**config.mk**
```make
export PLATFORM = sky130hd
export DESIGN_NAME = multipath_send_path_selector
export DESIGN_NICKNAME = d
export VERILOG_FILES = /design/src/msps_pkg.sv /design/src/msps_examine.sv /design/src/multipath_send_path_selector.sv
export SDC_FILE = /design/constraint.sdc
export NUM_CORES = 1
export LEC_CHECK = 0
export ABC_AREA = 1
export BUFFER_PORTS_ARGS = -buffer_cell sky130_fd_sc_hd__buf_2
export CORE_UTILIZATION = 45
export DETAILED_ROUTE_END_ITERATION = 6
export GPL_ROUTABILITY_DRIVEN = 0
export GPL_TIMING_DRIVEN = 0
export PLACE_DENSITY = 0.64
export SYNTH_ARGS = -nofsm -noshare
export SYNTH_HDL_FRONTEND = slang
export SYNTH_SLANG_ARGS = --single-unit
```
**constraint.sdc**
```tcl
create_clock -name clk -period 13.8 [get_ports clk]
set_clock_uncertainty 0.05 [all_clocks]
set_input_delay 1.38 -clock clk [delete_from_list [all_inputs] [get_ports clk]]
set_output_delay 1.38 -clock clk [all_outputs]
set_load 0.01 [all_outputs]
```
**src/msps_pkg.sv**
```systemverilog
// Shared constants, word layout and types for the multipath send path selector.
package msps_pkg;

  // Default number of path records examined per scan
  localparam int DEFAULT_MAX_PATHS = 8;

  // Configuration register reset
  localparam int          LIMIT_W     = 8;
  localparam logic [7:0]  LIMIT_RESET = 8'd3;

  // Field widths
  localparam int TIME_W  = 64;
  localparam int BYTES_W = 64;
  localparam int REP_W   = 8;

  // Input tdata layout, lowest bit first
  localparam int OFS_ACTIVE   = 0;
  localparam int OFS_VERIFIED = 1;
  localparam int OFS_CH_TIME  = 2;
  localparam int OFS_RTX      = OFS_CH_TIME + TIME_W;
  localparam int OFS_NOW      = OFS_RTX + TIME_W;
  localparam int OFS_REPEATS  = OFS_NOW + TIME_W;
  localparam int OFS_RESP     = OFS_REPEATS + REP_W;
  localparam int OFS_CWND     = OFS_RESP + 1;
  localparam int OFS_BIF      = OFS_CWND + BYTES_W;
  localparam int OFS_ACTION   = OFS_BIF + BYTES_W;
  localparam int OFS_STREAM   = OFS_ACTION + 1;
  localparam int IN_BITS      = OFS_STREAM + 1;
  localparam int IN_DATA_W    = ((IN_BITS + 7) / 8) * 8;

  // Output tdata layout
  localparam int OUT_CHOSEN_W = 3;
  localparam int OUT_DATA_W   = 8;

  // What one record does to the running pick
  typedef struct packed {
    logic take;        // record becomes the pick
    logic take_valid;  // pick came from the round-robin rule
    logic stop;        // urgent case, ignore the rest of the scan
  } decision_t;

endpackage

```
**src/msps_examine.sv**
```systemverilog
// Per-record decision logic: urgent cases, window check and round-robin.
module msps_examine #(
  parameter int IDX_W = 3
) (
  input  logic [msps_pkg::LIMIT_W-1:0] repeat_limit,
  input  logic                         path_active,
  input  logic                         challenge_verified,
  input  logic [msps_pkg::TIME_W-1:0]  challenge_time,
  input  logic [msps_pkg::TIME_W-1:0]  retransmit_timer,
  input  logic [msps_pkg::TIME_W-1:0]  time_now,
  input  logic [msps_pkg::REP_W-1:0]   challenge_repeats,
  input  logic                         response_pending,
  input  logic [msps_pkg::BYTES_W-1:0] congestion_window,
  input  logic [msps_pkg::BYTES_W-1:0] bytes_in_flight,
  input  logic                         action_needed,
  input  logic [IDX_W-1:0]             idx,
  input  logic                         pick_made,
  input  logic                         last_sent_valid,
  input  logic [IDX_W-1:0]             last_sent_idx,
  output msps_pkg::decision_t          decision
);
  import msps_pkg::*;

  logic [TIME_W-1:0] due_time;
  logic              challenge_due;
  logic              window_open;
  logic              is_last_sent;

  // Challenge deadline wraps at 64 bits
  assign due_time      = challenge_time + retransmit_timer;
  assign challenge_due = !challenge_verified && (due_time < time_now) &&
                         (challenge_repeats < repeat_limit);
  assign window_open   = congestion_window > bytes_in_flight;
  assign is_last_sent  = last_sent_valid && (last_sent_idx == idx);

  always_comb begin
    decision = '0;
    priority if (!path_active) begin
      decision = '0;
    end else if (challenge_due || response_pending) begin
      decision.take = 1'b1;
      decision.stop = 1'b1;
    end else if (!window_open) begin
      // provisional pick of the first verified path only
      decision.take = challenge_verified && !pick_made;
    end else if (action_needed) begin
      decision.take = 1'b1;
      decision.stop = 1'b1;
    end else if (challenge_verified) begin
      // round-robin: steer away from the last sent path; a first pick on the
      // last sent path stays provisional
      decision.take       = !pick_made || !is_last_sent;
      decision.take_valid = !is_last_sent;
    end else begin
      decision = '0;
    end
  end

endmodule

```
**src/multipath_send_path_selector.sv**
```systemverilog
// Top level of the multipath send path selector.
//
// Usage: one scan sends one record word per proposed path on the in_ channel,
// in path index order, with in_tlast on the final record. Records past
// MAX_PATHS only count toward the end of the scan. After the last record a
// single result word appears on the out_ channel: the chosen path index, or
// default_used when no path qualified, plus an ACK reservation request.
// The chosen path becomes the last sent index and a reserved path is marked
// busy; busy marks persist until reset.
// Timing: a record is registered on acceptance and examined from the input
// register; the result word is registered when the last record leaves the
// input register.
// Throughput: one record per cycle, save a stalled last record; set by the
// single examine stage (64-bit add and compares) from input reg to scan state.
// Stall: while a result waits on out_tready, records that are not the last
// keep flowing; a last record waits in the input register.
// Reset: rst_n low clears scan state, busy marks, last sent index (none) and
// sets challenge_repeat_limit to 3. The cfg_ channel is always ready.
module multipath_send_path_selector #(
  parameter int MAX_PATHS = msps_pkg::DEFAULT_MAX_PATHS
) (
  input  logic                              clk,
  input  logic                              rst_n,
  // configuration: challenge_repeat_limit
  input  logic                              cfg_valid,
  output logic                              cfg_ready,
  input  logic [msps_pkg::LIMIT_W-1:0]      cfg_data,
  // path records
  input  logic                              in_tvalid,
  output logic                              in_tready,
  input  logic                              in_tlast,  // last_record
  // in_tdata, low bit up: path_active, challenge_verified, challenge_time,
  // retransmit_timer, time_now, challenge_repeats, response_pending,
  // congestion_window, bytes_in_flight, action_needed, stream_ready, zero fill
  input  logic [msps_pkg::IN_DATA_W-1:0]    in_tdata,
  // result
  output logic                              out_tvalid,
  input  logic                              out_tready,
  // out_tdata, low bit up: path_chosen[2:0], default_used, reserve_ack,
  // zero fill
  output logic [msps_pkg::OUT_DATA_W-1:0]   out_tdata
);
  import msps_pkg::*;

  localparam int IDX_W = (MAX_PATHS > 1) ? $clog2(MAX_PATHS) : 1;
  localparam int POS_W = $clog2(MAX_PATHS + 1);

  // Configuration register
  logic [LIMIT_W-1:0] limit_r;

  // Input register
  logic                 s1_valid_r;
  logic                 s1_last_r;
  logic [IN_DATA_W-1:0] s1_data_r;
  logic                 s1_adv;

  // Scan state
  logic [POS_W-1:0] pos_r, pos_nxt;
  logic [IDX_W-1:0] pick_idx_r, pick_idx_nxt;
  logic             pick_made_r, pick_made_nxt;
  logic             pick_valid_r, pick_valid_nxt;
  logic             stopped_r, stopped_nxt;

  // Persistent state
  logic                 ls_valid_r;
  logic [IDX_W-1:0]     ls_idx_r;
  logic [MAX_PATHS-1:0] ack_busy_r;

  // Result register
  logic                  out_valid_r;
  logic [OUT_DATA_W-1:0] out_data_r, out_data_nxt;

  logic                in_range;
  logic [IDX_W-1:0]    cur_idx;
  decision_t           dec;
  logic                res_load;
  logic                res_reserve;
  logic [7:0]          pick_wide;
  logic                stream_ready;

  assign cfg_ready = 1'b1;

  always_ff @(posedge clk) begin
    if (!rst_n) begin
      limit_r <= LIMIT_RESET;
    end else if (cfg_valid && cfg_ready) begin
      limit_r <= cfg_data;
    end
  end

  // A last record may only leave the input register if the result slot is free
  assign s1_adv    = s1_valid_r && (!s1_last_r || !out_valid_r || out_tready);
  assign in_tready = !s1_valid_r || s1_adv;

  always_ff @(posedge clk) begin
    if (!rst_n) begin
      s1_valid_r <= 1'b0;
    end else if (in_tready) begin
      s1_valid_r <= in_tvalid;
    end
  end

  always_ff @(posedge clk) begin
    if (in_tvalid && in_tready) begin
      s1_last_r <= in_tlast;
      s1_data_r <= in_tdata;
    end
  end

  assign in_range     = pos_r < POS_W'(MAX_PATHS);
  assign cur_idx      = pos_r[IDX_W-1:0];
  assign stream_ready = s1_data_r[OFS_STREAM];

  msps_examine #(
    .IDX_W (IDX_W)
  ) u_examine (
    .repeat_limit       (limit_r),
    .path_active        (s1_data_r[OFS_ACTIVE]),
    .challenge_verified (s1_data_r[OFS_VERIFIED]),
    .challenge_time     (s1_data_r[OFS_CH_TIME +: TIME_W]),
    .retransmit_timer   (s1_data_r[OFS_RTX +: TIME_W]),
    .time_now           (s1_data_r[OFS_NOW +: TIME_W]),
    .challenge_repeats  (s1_data_r[OFS_REPEATS +: REP_W]),
    .response_pending   (s1_data_r[OFS_RESP]),
    .congestion_window  (s1_data_r[OFS_CWND +: BYTES_W]),
    .bytes_in_flight    (s1_data_r[OFS_BIF +: BYTES_W]),
    .action_needed      (s1_data_r[OFS_ACTION]),
    .idx                (cur_idx),
    .pick_made          (pick_made_r),
    .last_sent_valid    (ls_valid_r),
    .last_sent_idx      (ls_idx_r),
    .decision           (dec)
  );

  // Running pick after this record
  always_comb begin
    pos_nxt        = pos_r;
    pick_idx_nxt   = pick_idx_r;
    pick_made_nxt  = pick_made_r;
    pick_valid_nxt = pick_valid_r;
    stopped_nxt    = stopped_r;
    if (in_range) begin
      pos_nxt = pos_r + POS_W'(1);
      if (!stopped_r) begin
        if (dec.take) begin
          pick_idx_nxt   = cur_idx;
          pick_made_nxt  = 1'b1;
          pick_valid_nxt = dec.take_valid;
        end
        if (dec.stop) begin
          stopped_nxt = 1'b1;
        end
      end
    end
  end

  assign res_load    = s1_adv && s1_last_r;
  assign res_reserve = pick_made_nxt && pick_valid_nxt && stream_ready &&
                       !ack_busy_r[pick_idx_nxt];
  assign pick_wide   = 8'(pick_idx_nxt);

  always_ff @(posedge clk) begin
    if (!rst_n) begin
      pos_r        <= '0;
      pick_idx_r   <= '0;
      pick_made_r  <= 1'b0;
      pick_valid_r <= 1'b0;
      stopped_r    <= 1'b0;
    end else if (res_load) begin
      // end of scan: back to a fresh scan
      pos_r        <= '0;
      pick_idx_r   <= '0;
      pick_made_r  <= 1'b0;
      pick_valid_r <= 1'b0;
      stopped_r    <= 1'b0;
    end else if (s1_adv) begin
      pos_r        <= pos_nxt;
      pick_idx_r   <= pick_idx_nxt;
      pick_made_r  <= pick_made_nxt;
      pick_valid_r <= pick_valid_nxt;
      stopped_r    <= stopped_nxt;
    end
  end

  // Last sent index and ACK busy marks
  always_ff @(posedge clk) begin
    if (!rst_n) begin
      ls_valid_r <= 1'b0;
      ls_idx_r   <= '0;
      ack_busy_r <= '0;
    end else if (res_load) begin
      ls_valid_r <= pick_made_nxt;
      ls_idx_r   <= pick_idx_nxt;
      if (res_reserve) begin
        ack_busy_r[pick_idx_nxt] <= 1'b1;
      end
    end
  end

  // Result register
  always_ff @(posedge clk) begin
    if (!rst_n) begin
      out_valid_r <= 1'b0;
    end else if (res_load) begin
      out_valid_r <= 1'b1;
    end else if (out_tready) begin
      out_valid_r <= 1'b0;
    end
  end

  // Result word layout
  always_comb begin
    out_data_nxt = '0;
    if (pick_made_nxt) begin
      out_data_nxt[OUT_CHOSEN_W-1:0] = pick_wide[OUT_CHOSEN_W-1:0];
      out_data_nxt[OUT_CHOSEN_W+1]   = res_reserve;
    end else begin
      out_data_nxt[OUT_CHOSEN_W]     = 1'b1;
    end
  end

  always_ff @(posedge clk) begin
    if (res_load) begin
      out_data_r <= out_data_nxt;
    end
  end

  assign out_tvalid = out_valid_r;
  assign out_tdata  = out_data_r;

  // The default path never carries an index or a reservation
  a_default_clean: assert property (@(posedge clk) disable iff (!rst_n)
    out_tvalid && out_tdata[OUT_CHOSEN_W] |->
      (out_tdata[OUT_CHOSEN_W-1:0] == '0) && !out_tdata[OUT_CHOSEN_W+1])
    else $error("default result carries index or reservation");

  // A reservation leaves the chosen path marked busy
  a_busy_set: assert property (@(posedge clk) disable iff (!rst_n)
    res_load && res_reserve |=> ack_busy_r[$past(pick_idx_nxt)])
    else $error("reserved path not marked busy");

  // The position counter saturates at the path count
  a_pos_bound: assert property (@(posedge clk) disable iff (!rst_n)
    pos_r <= POS_W'(MAX_PATHS))
    else $error("scan position beyond path count");

  // Each result starts a fresh scan
  a_scan_clear: assert property (@(posedge clk) disable iff (!rst_n)
    res_load |=> (pos_r == '0) && !pick_made_r && !stopped_r && out_tvalid)
    else $error("scan state not cleared after result");

endmodule
```
Word-level counts from Yosys, hierarchy flattened
Index checks and enable logic that the tools add are counted.
{"block": "totals", "out_inout_bits": 11, "in_bits": 350, "wordCells": 81, "ff_bits": 371}
{"block": "op_classes", "bitwise_logic": 2, "n_addsub": 2, "reduce_logical": 27, "order_cmp": 6, "eq_ne": 1, "muxes": 28}
{"cell": "$add 64x64->64", "n": 1}
{"cell": "$gt 64x64->1", "n": 1}
{"cell": "$lt 64x64->1", "n": 1}
{"cell": "$mux 1", "n": 20}
{"cell": "$mux 3", "n": 4}
{"cell": "$logic_and 1x1->1", "n": 11}
{"cell": "$lt 8x8->1", "n": 1}
{"cell": "$or 8x8->8", "n": 1}
{"cell": "$logic_not 1->1", "n": 7}
{"cell": "$logic_or 1x1->1", "n": 5}
{"cell": "$add 4x1->4 const B", "n": 1}
{"cell": "$lt 3x4->1 const B", "n": 1}
{"cell": "$lt 4x4->1 const B", "n": 1}
{"cell": "$mux 2", "n": 2}
{"cell": "$reduce_and 2->1", "n": 2}
{"cell": "$bmux 1 s3", "n": 1}
{"cell": "$demux 1 s3", "n": 1}
{"cell": "$eq 3x3->1", "n": 1}
{"cell": "$ge 3x1->1 const B", "n": 1}
{"cell": "$reduce_bool 2->1", "n": 1}
{"cell": "$reduce_or 2->1", "n": 1}
{"cell": "$not 1->1", "n": 1}

Depth between registers and ports, before layout
{"block": "depth", "ltp_word": 17, "mapped_depth": 39, "depth_no_buf": 39}

By module
From an unflattened synthesis, not the netlist that was laid out.
{"block": "hier_totals", "cells_unflattened": 1959, "area_unflattened_um2": 19857.8}
{"mod": "multipath_send_path_selector", "area_each_um2": 11751.3, "cells_each": 561, "instances": 1, "seq_area_each_um2": 10820.4}
{"mod": "msps_examine", "area_each_um2": 8106.5, "cells_each": 1398, "instances": 1, "seq_area_each_um2": 0.0}

Worst setup path after synthesis
No wires, ideal clock.
{"block": "synth_path", "kind": "input to register", "start": "in out_tready", "end": "reg s1_data_r[0] (enable)", "t_arrival_ns": 8.118, "stages": 4, "setup_slack_ns": 4.948, "path_cell_list": "nor2_1 nand3_1 nand2_1 inv_1"}
{"block": "synth_via", "elab_chain_cells": 4}
{"item": "from (decl)", "line_no": "multipath_send_path_selector.sv:38", "text": "input logic out_tready,"}
{"item": "$logic_or 1x1->1", "line_no": "multipath_send_path_selector.sv:92", "text": "assign s1_adv = s1_valid_r && (!s1_last_r || !out_valid_r || out_tready);"}
{"item": "$logic_and 1x1->1", "line_no": "multipath_send_path_selector.sv:92"}
{"item": "$logic_or 1x1->1", "line_no": "multipath_send_path_selector.sv:93", "text": "assign in_tready = !s1_valid_r || s1_adv;"}
{"item": "via in_tready", "line_no": "multipath_send_path_selector.sv:30", "text": "output logic in_tready,"}
{"item": "$logic_and 1x1->1", "line_no": "multipath_send_path_selector.sv:104", "text": "if (in_tvalid && in_tready) begin"}
{"item": "to (signal assigned)", "line_no": "multipath_send_path_selector.sv:106", "text": "s1_data_r <= in_tdata;"}
{"item": "to (decl)", "line_no": "multipath_send_path_selector.sv:54", "text": "logic [IN_DATA_W-1:0] s1_data_r;"}
The timed path passes the listed nets, and every way through them passes these cells.
A chain may end at the register's enable or synchronous reset.

Worst setup path in the final report
{"block": "layout_path", "start": "reg s1_data_r[66]", "end": "reg ack_busy_r[6]"}
{"block": "layout_via", "elab_chain_cells": 15}
{"item": "$add 64x64->64 *", "line_no": "msps_examine.sv:30", "text": "assign due_time = challenge_time + retransmit_timer;"}
{"item": "$lt 64x64->1 *", "line_no": "msps_examine.sv:31", "text": "assign challenge_due = !challenge_verified && (due_time < time_now) &&"}
{"item": "$logic_and 1x1->1 * (2 in series)", "line_no": "msps_examine.sv:31"}
{"item": "$logic_or 1x1->1 *", "line_no": "msps_examine.sv:40", "text": "end else if (challenge_due || response_pending) begin"}
{"item": "$mux 1", "line_no": "msps_examine.sv:40"}
{"item": "$mux 3 *", "line_no": "msps_examine.sv:38", "text": "priority if (!path_active) begin"}
{"item": "$mux 3", "line_no": "multipath_send_path_selector.sv:145", "text": "if (dec.take) begin"}
{"item": "$mux 3", "line_no": "multipath_send_path_selector.sv:144", "text": "if (!stopped_r) begin"}
{"item": "$mux 3", "line_no": "multipath_send_path_selector.sv:142", "text": "if (in_range) begin"}
{"item": "$lt 3x4->1 (implied by the code) (tied with other cells)", "line_no": "multipath_send_path_selector.sv:195", "text": "ack_busy_r[pick_idx_nxt] <= 1'b1;"}
{"item": "$logic_and 1x1->1 (implied by the code) or $mux 1 (tied branches)", "line_no": "multipath_send_path_selector.sv:195, multipath_send_path_selector.sv:159"}
{"item": "$mux 1 (implied by the code) or $logic_not 1->1 (tied branches)", "line_no": "multipath_send_path_selector.sv:195, multipath_send_path_selector.sv:159"}
{"item": "$demux 1 s3 or $logic_and 1x1->1 (tied branches)", "line_no": "multipath_send_path_selector.sv:195, multipath_send_path_selector.sv:158"}
{"item": "$or 8x8->8 (no line) or $reduce_and 2->1 (tied branches)"}
{"item": "to (signal assigned)", "line_no": "multipath_send_path_selector.sv:190", "text": "ack_busy_r <= '0;"}
{"item": "to (signal, indexed assignment)", "line_no": "multipath_send_path_selector.sv:195"}
{"item": "to (decl)", "line_no": "multipath_send_path_selector.sv:67", "text": "logic [MAX_PATHS-1:0] ack_busy_r;"}
Mark *: on every way between the ends. The rest lies on a longest branch, timed or not. The select of a mux whose other input is x is not followed.

==> results.py <==
metrics = {
    "clocking": {
        "holdBufCountCts": 0,
        "cts_setup_buffers": 0,
        "ctsRootBufferMaster": "clkbuf_16",
        "cts_htree_levels": 2,
        "cts_buffers": 41,
        "clk_pin_slew_worst_paths_ns": 0.06,
        "clk_path_buf_depth": 3,
        "clock_sinks": 371,
        "cts_resized": 0,
        "clock_latency_ns": 0.57,
        "cts_tree": "built",
    },
    "timing": {
        "fin_ws_ns": 7.425,
        "setup_viol": 0,
        "slew_violations": 0,
        "slew_headroom": 0.5266,
        "period_share": 0.4620,
        "hold_slack_ns": 0.4011,
        "hold_viol": 0,
        "worst_slew_pin_slew_ns": 0.7100,
        "finalCriticalPeriod_ns": 6.375,
        "setup_tns_ns": 0,
        "rsz0062_at_grt": "false",
        "max_freq_ghz": 0.1569,
    },
    "yosys": {
        "synth_edf_count": 339,
        "yosysTopAreaCellShare": 0.5358,
        "synth-seq-cells": 371,
        "ys_warn_count": 0,
        "syn_inst": 1750,
        "synth_top_cell_by_area": "edfxtp_1",
        "synth_seq_area_share": 0.5695,
        "synth_area_leaders": "edfxtp_1 (54%), ha_1 (13%), inv_1 (6.2%)",
        "synth.most_common_cell": "edfxtp_1",
        "synthTopCellsByCount": "edfxtp_1 (339), inv_1 (313), nand2_1 (252), ha_1 (198), a21oi_1 (159)",
        "ys_types": 50,
        "syn-mean-instance-area_um2": 10.86,
        "syn-cell-area_um2": 19000,
        "synthArstFlopShare": 0,
        "synth_ff_type": "edfxtp_1",
    },
    "grt": {
        "grt_pass1_wl_um": 68130,
        "use_met2": 0.3481,
        "grt_usage": 0.2008,
        "grtUsageMet1": 0.2349,
        "grt_max_degree": 134,
        "overflow": 0,
        "grt_pass1_vias": 13760,
        "use_met3": 0.05129,
        "grt_antenna_before_repair": 17,
        "busiest_layer": "met2",
    },
    "worst_hold_path": {
        "hp-class": "reg -> reg",
        "whs_path_depth": 2,
    },
    "final_layout": {
        "nets": 2698,
        "areaGrowthSynthToFinish_pct": 20.69,
        "final_util": 0.5565,
        "drive_gt1_frac": 0.2126,
        "finalNonFillerCells": 2723,
        "fin_area_um2": 22930,
        "fillers": 3532,
    },
    "power": {
        "p_total_mw": 2.911,
        "switching_power_uw": 741.4,
        "comb_power_share": 0.156,
        "pwr_density_cell_nw_per_um2": 127.0,
        "p_sw_frac": 0.2547,
        "pwr-share-clk": 0.392,
        "p_int_mw": 2.170,
        "max-vdd-ir-drop_uv": 110.3,
        "seqPwrFrac": 0.452,
        "cellLeakagePower_nw": 10.40,
    },
    "status": {
        "status": "complete, no violations",
    },
    "floorplanning": {
        "die_w_um": 207.5,
        "rows": 74,
        "pin_count": 361,
        "die_h_um": 207.5,
        "initial_core_util": 0.4611,
        "dieArea_um2": 43050,
        "core_um2": 41200,
    },
    "placement": {
        "dp_slack_ns": 7.521,
        "dpl.hpwl_um": 32880,
        "port_buffers": 352,
        "place_inst": 2638,
        "dpl_cell_area_um2": 21500,
    },
    "run": {
        "drv_cap": 0,
    },
    "drt": {
        "post_drt_wl_per_cell_um": 15.61,
        "drt-initial-drc-count": 717,
        "totalWireLength_um": 42520,
        "num_vias": 13480,
        "avgViaCountPerCell": 4.950,
        "dr.pass1.iters": 5,
        "post-route-drc-count": 0,
        "postRouteAntennaNets": 0,
    },
    "worst_setup_path": {
        "r2r-end": "ack_busy_r[6]$_SDFFE_PN0P_",
        "crit_path_top_delay_cell": "fa_1",
        "worstRegToRegCells": 33,
        "max_stage_delay_ns": 0.40,
        "crit_path_end": "ack_busy_r[6]$_SDFFE_PN0P_",
        "critPathArrivalTime_ns": 6.83,
        "critical_path_class": "reg -> reg",
        "critPathCaptureType": "flop",
        "crit_fanout": 9,
        "crit_start": "s1_data_r[66]$_DFFE_PP_",
        "cp_data_required_time_ns": 14.25,
        "timing.rr.start": "s1_data_r[66]$_DFFE_PP_",
        "rrSetupSlack_ns": 7.42,
        "start_kind": "flop",
    },
}
==> sequential cells by signal (all words and copies together), names as in the netlist <==
signal	count
ack_busy_r	8
limit_r	8
ls_idx_r	3
ls_valid_r	1
out_tdata	5
out_tvalid	1
pick_idx_r	3
pick_made_r	1
pick_valid_r	1
pos_r	4
s1_data_r	333
s1_last_r	1
s1_valid_r	1
stopped_r	1
==> worst min-delay path by stage <==
stage / endpoint / slack (ns) / start
4_1_cts: pick_idx_r[2]$_SDFFE_PP0P_ / 0.40 / pick_idx_r[2]$_SDFFE_PP0P_
5_1_grt: pick_idx_r[2]$_SDFFE_PP0P_ / 0.41 / pick_idx_r[2]$_SDFFE_PP0P_
2_1_floorplan: pick_idx_r[2]$_SDFFE_PP0P_ / 0.38 / pick_idx_r[2]$_SDFFE_PP0P_
6_report: pick_idx_r[2]$_SDFFE_PP0P_ / 0.40 / pick_idx_r[2]$_SDFFE_PP0P_
3_3_place_gp: pick_idx_r[2]$_SDFFE_PP0P_ / 0.39 / pick_idx_r[2]$_SDFFE_PP0P_
3_5_place_dp: pick_idx_r[2]$_SDFFE_PP0P_ / 0.39 / pick_idx_r[2]$_SDFFE_PP0P_
==> layout make-up <==
type	count	area [µm²]	share of cell area
multi-input combinational	1054	6940	0.3027
sequential	371	10820	0.4719
tap	532	665.6	0.02903
timing repair buffer	354	1817	0.07923
clock buffer	48	1074	0.04682
inverter	315	1192	0.05200
antenna	9	22.52	0.0009822
clock inverter	28	337.8	0.01473
buffer	12	61.31	0.002674
==> power by group through the flow <==
stage	clock, mW	sequential [mW]	combinational (mW)
2_1_floorplan	0	1.35	0.306
3_3_place_gp	0	1.36	0.439
3_5_place_dp	0	1.34	0.453
4_1_cts	1.17	1.32	0.457
5_1_grt	1.21	1.32	0.521
6_report	1.14	1.32	0.454
==> critical path, delay by kind of cell, from the launching register on <==
kind	cells	cell delay, ns
AOI/OAI and AO/OA	13	2.72
xor gates and xnor gates	1	0.26
adders and majority gates	3	0.85
buffers and inverters	3	0.34
DFF	1	0.33
and+or+nand+nor	13	1.77
==> metal layers <==
layer,up-vias,share of wire
li1,6837,-
met1,6120,0.41
met2,397,0.49
met3,110,0.067
met4,16,0.035
met5,-,0.0022
==> cells by family (layout without fill, tap and decap cells) <==
| group | Yosys count | count (layout) | share of synthesized area |
|---|---|---|---|
| XOR/XNOR | 64 | 64 | 0.02950 |
| other | 2 | 13 | 0.0003953 |
| AO/OA/AOI/OAI | 318 | 318 | 0.09555 |
| flip-flops | 371 | 371 | 0.5695 |
| AND/OR/NAND/NOR | 469 | 469 | 0.1080 |
| adder cells (fa/ha/maj) | 199 | 199 | 0.1314 |
| buffers and inverters | 327 | 757 | 0.06559 |
==> placed cells by master (no fill, tap or decap), drive strengths merged, types with 17 or more instances in the layout <==
cell type | netlist | final
nand3 | 49 | 49
buf | 5 | 359
o21ai | 65 | 65
clkbuf | 7 | 55
xor2 | 39 | 39
dfxtp | 32 | 32
nand2 | 261 | 261
xnor2 | 25 | 25
nor2 | 120 | 120
ha | 198 | 198
clkinv | 0 | 17
a21oi | 171 | 171
a31oi | 44 | 44
edfxtp | 339 | 339
inv | 315 | 317
No activity file was read; power rests on OpenSTA's default activity.
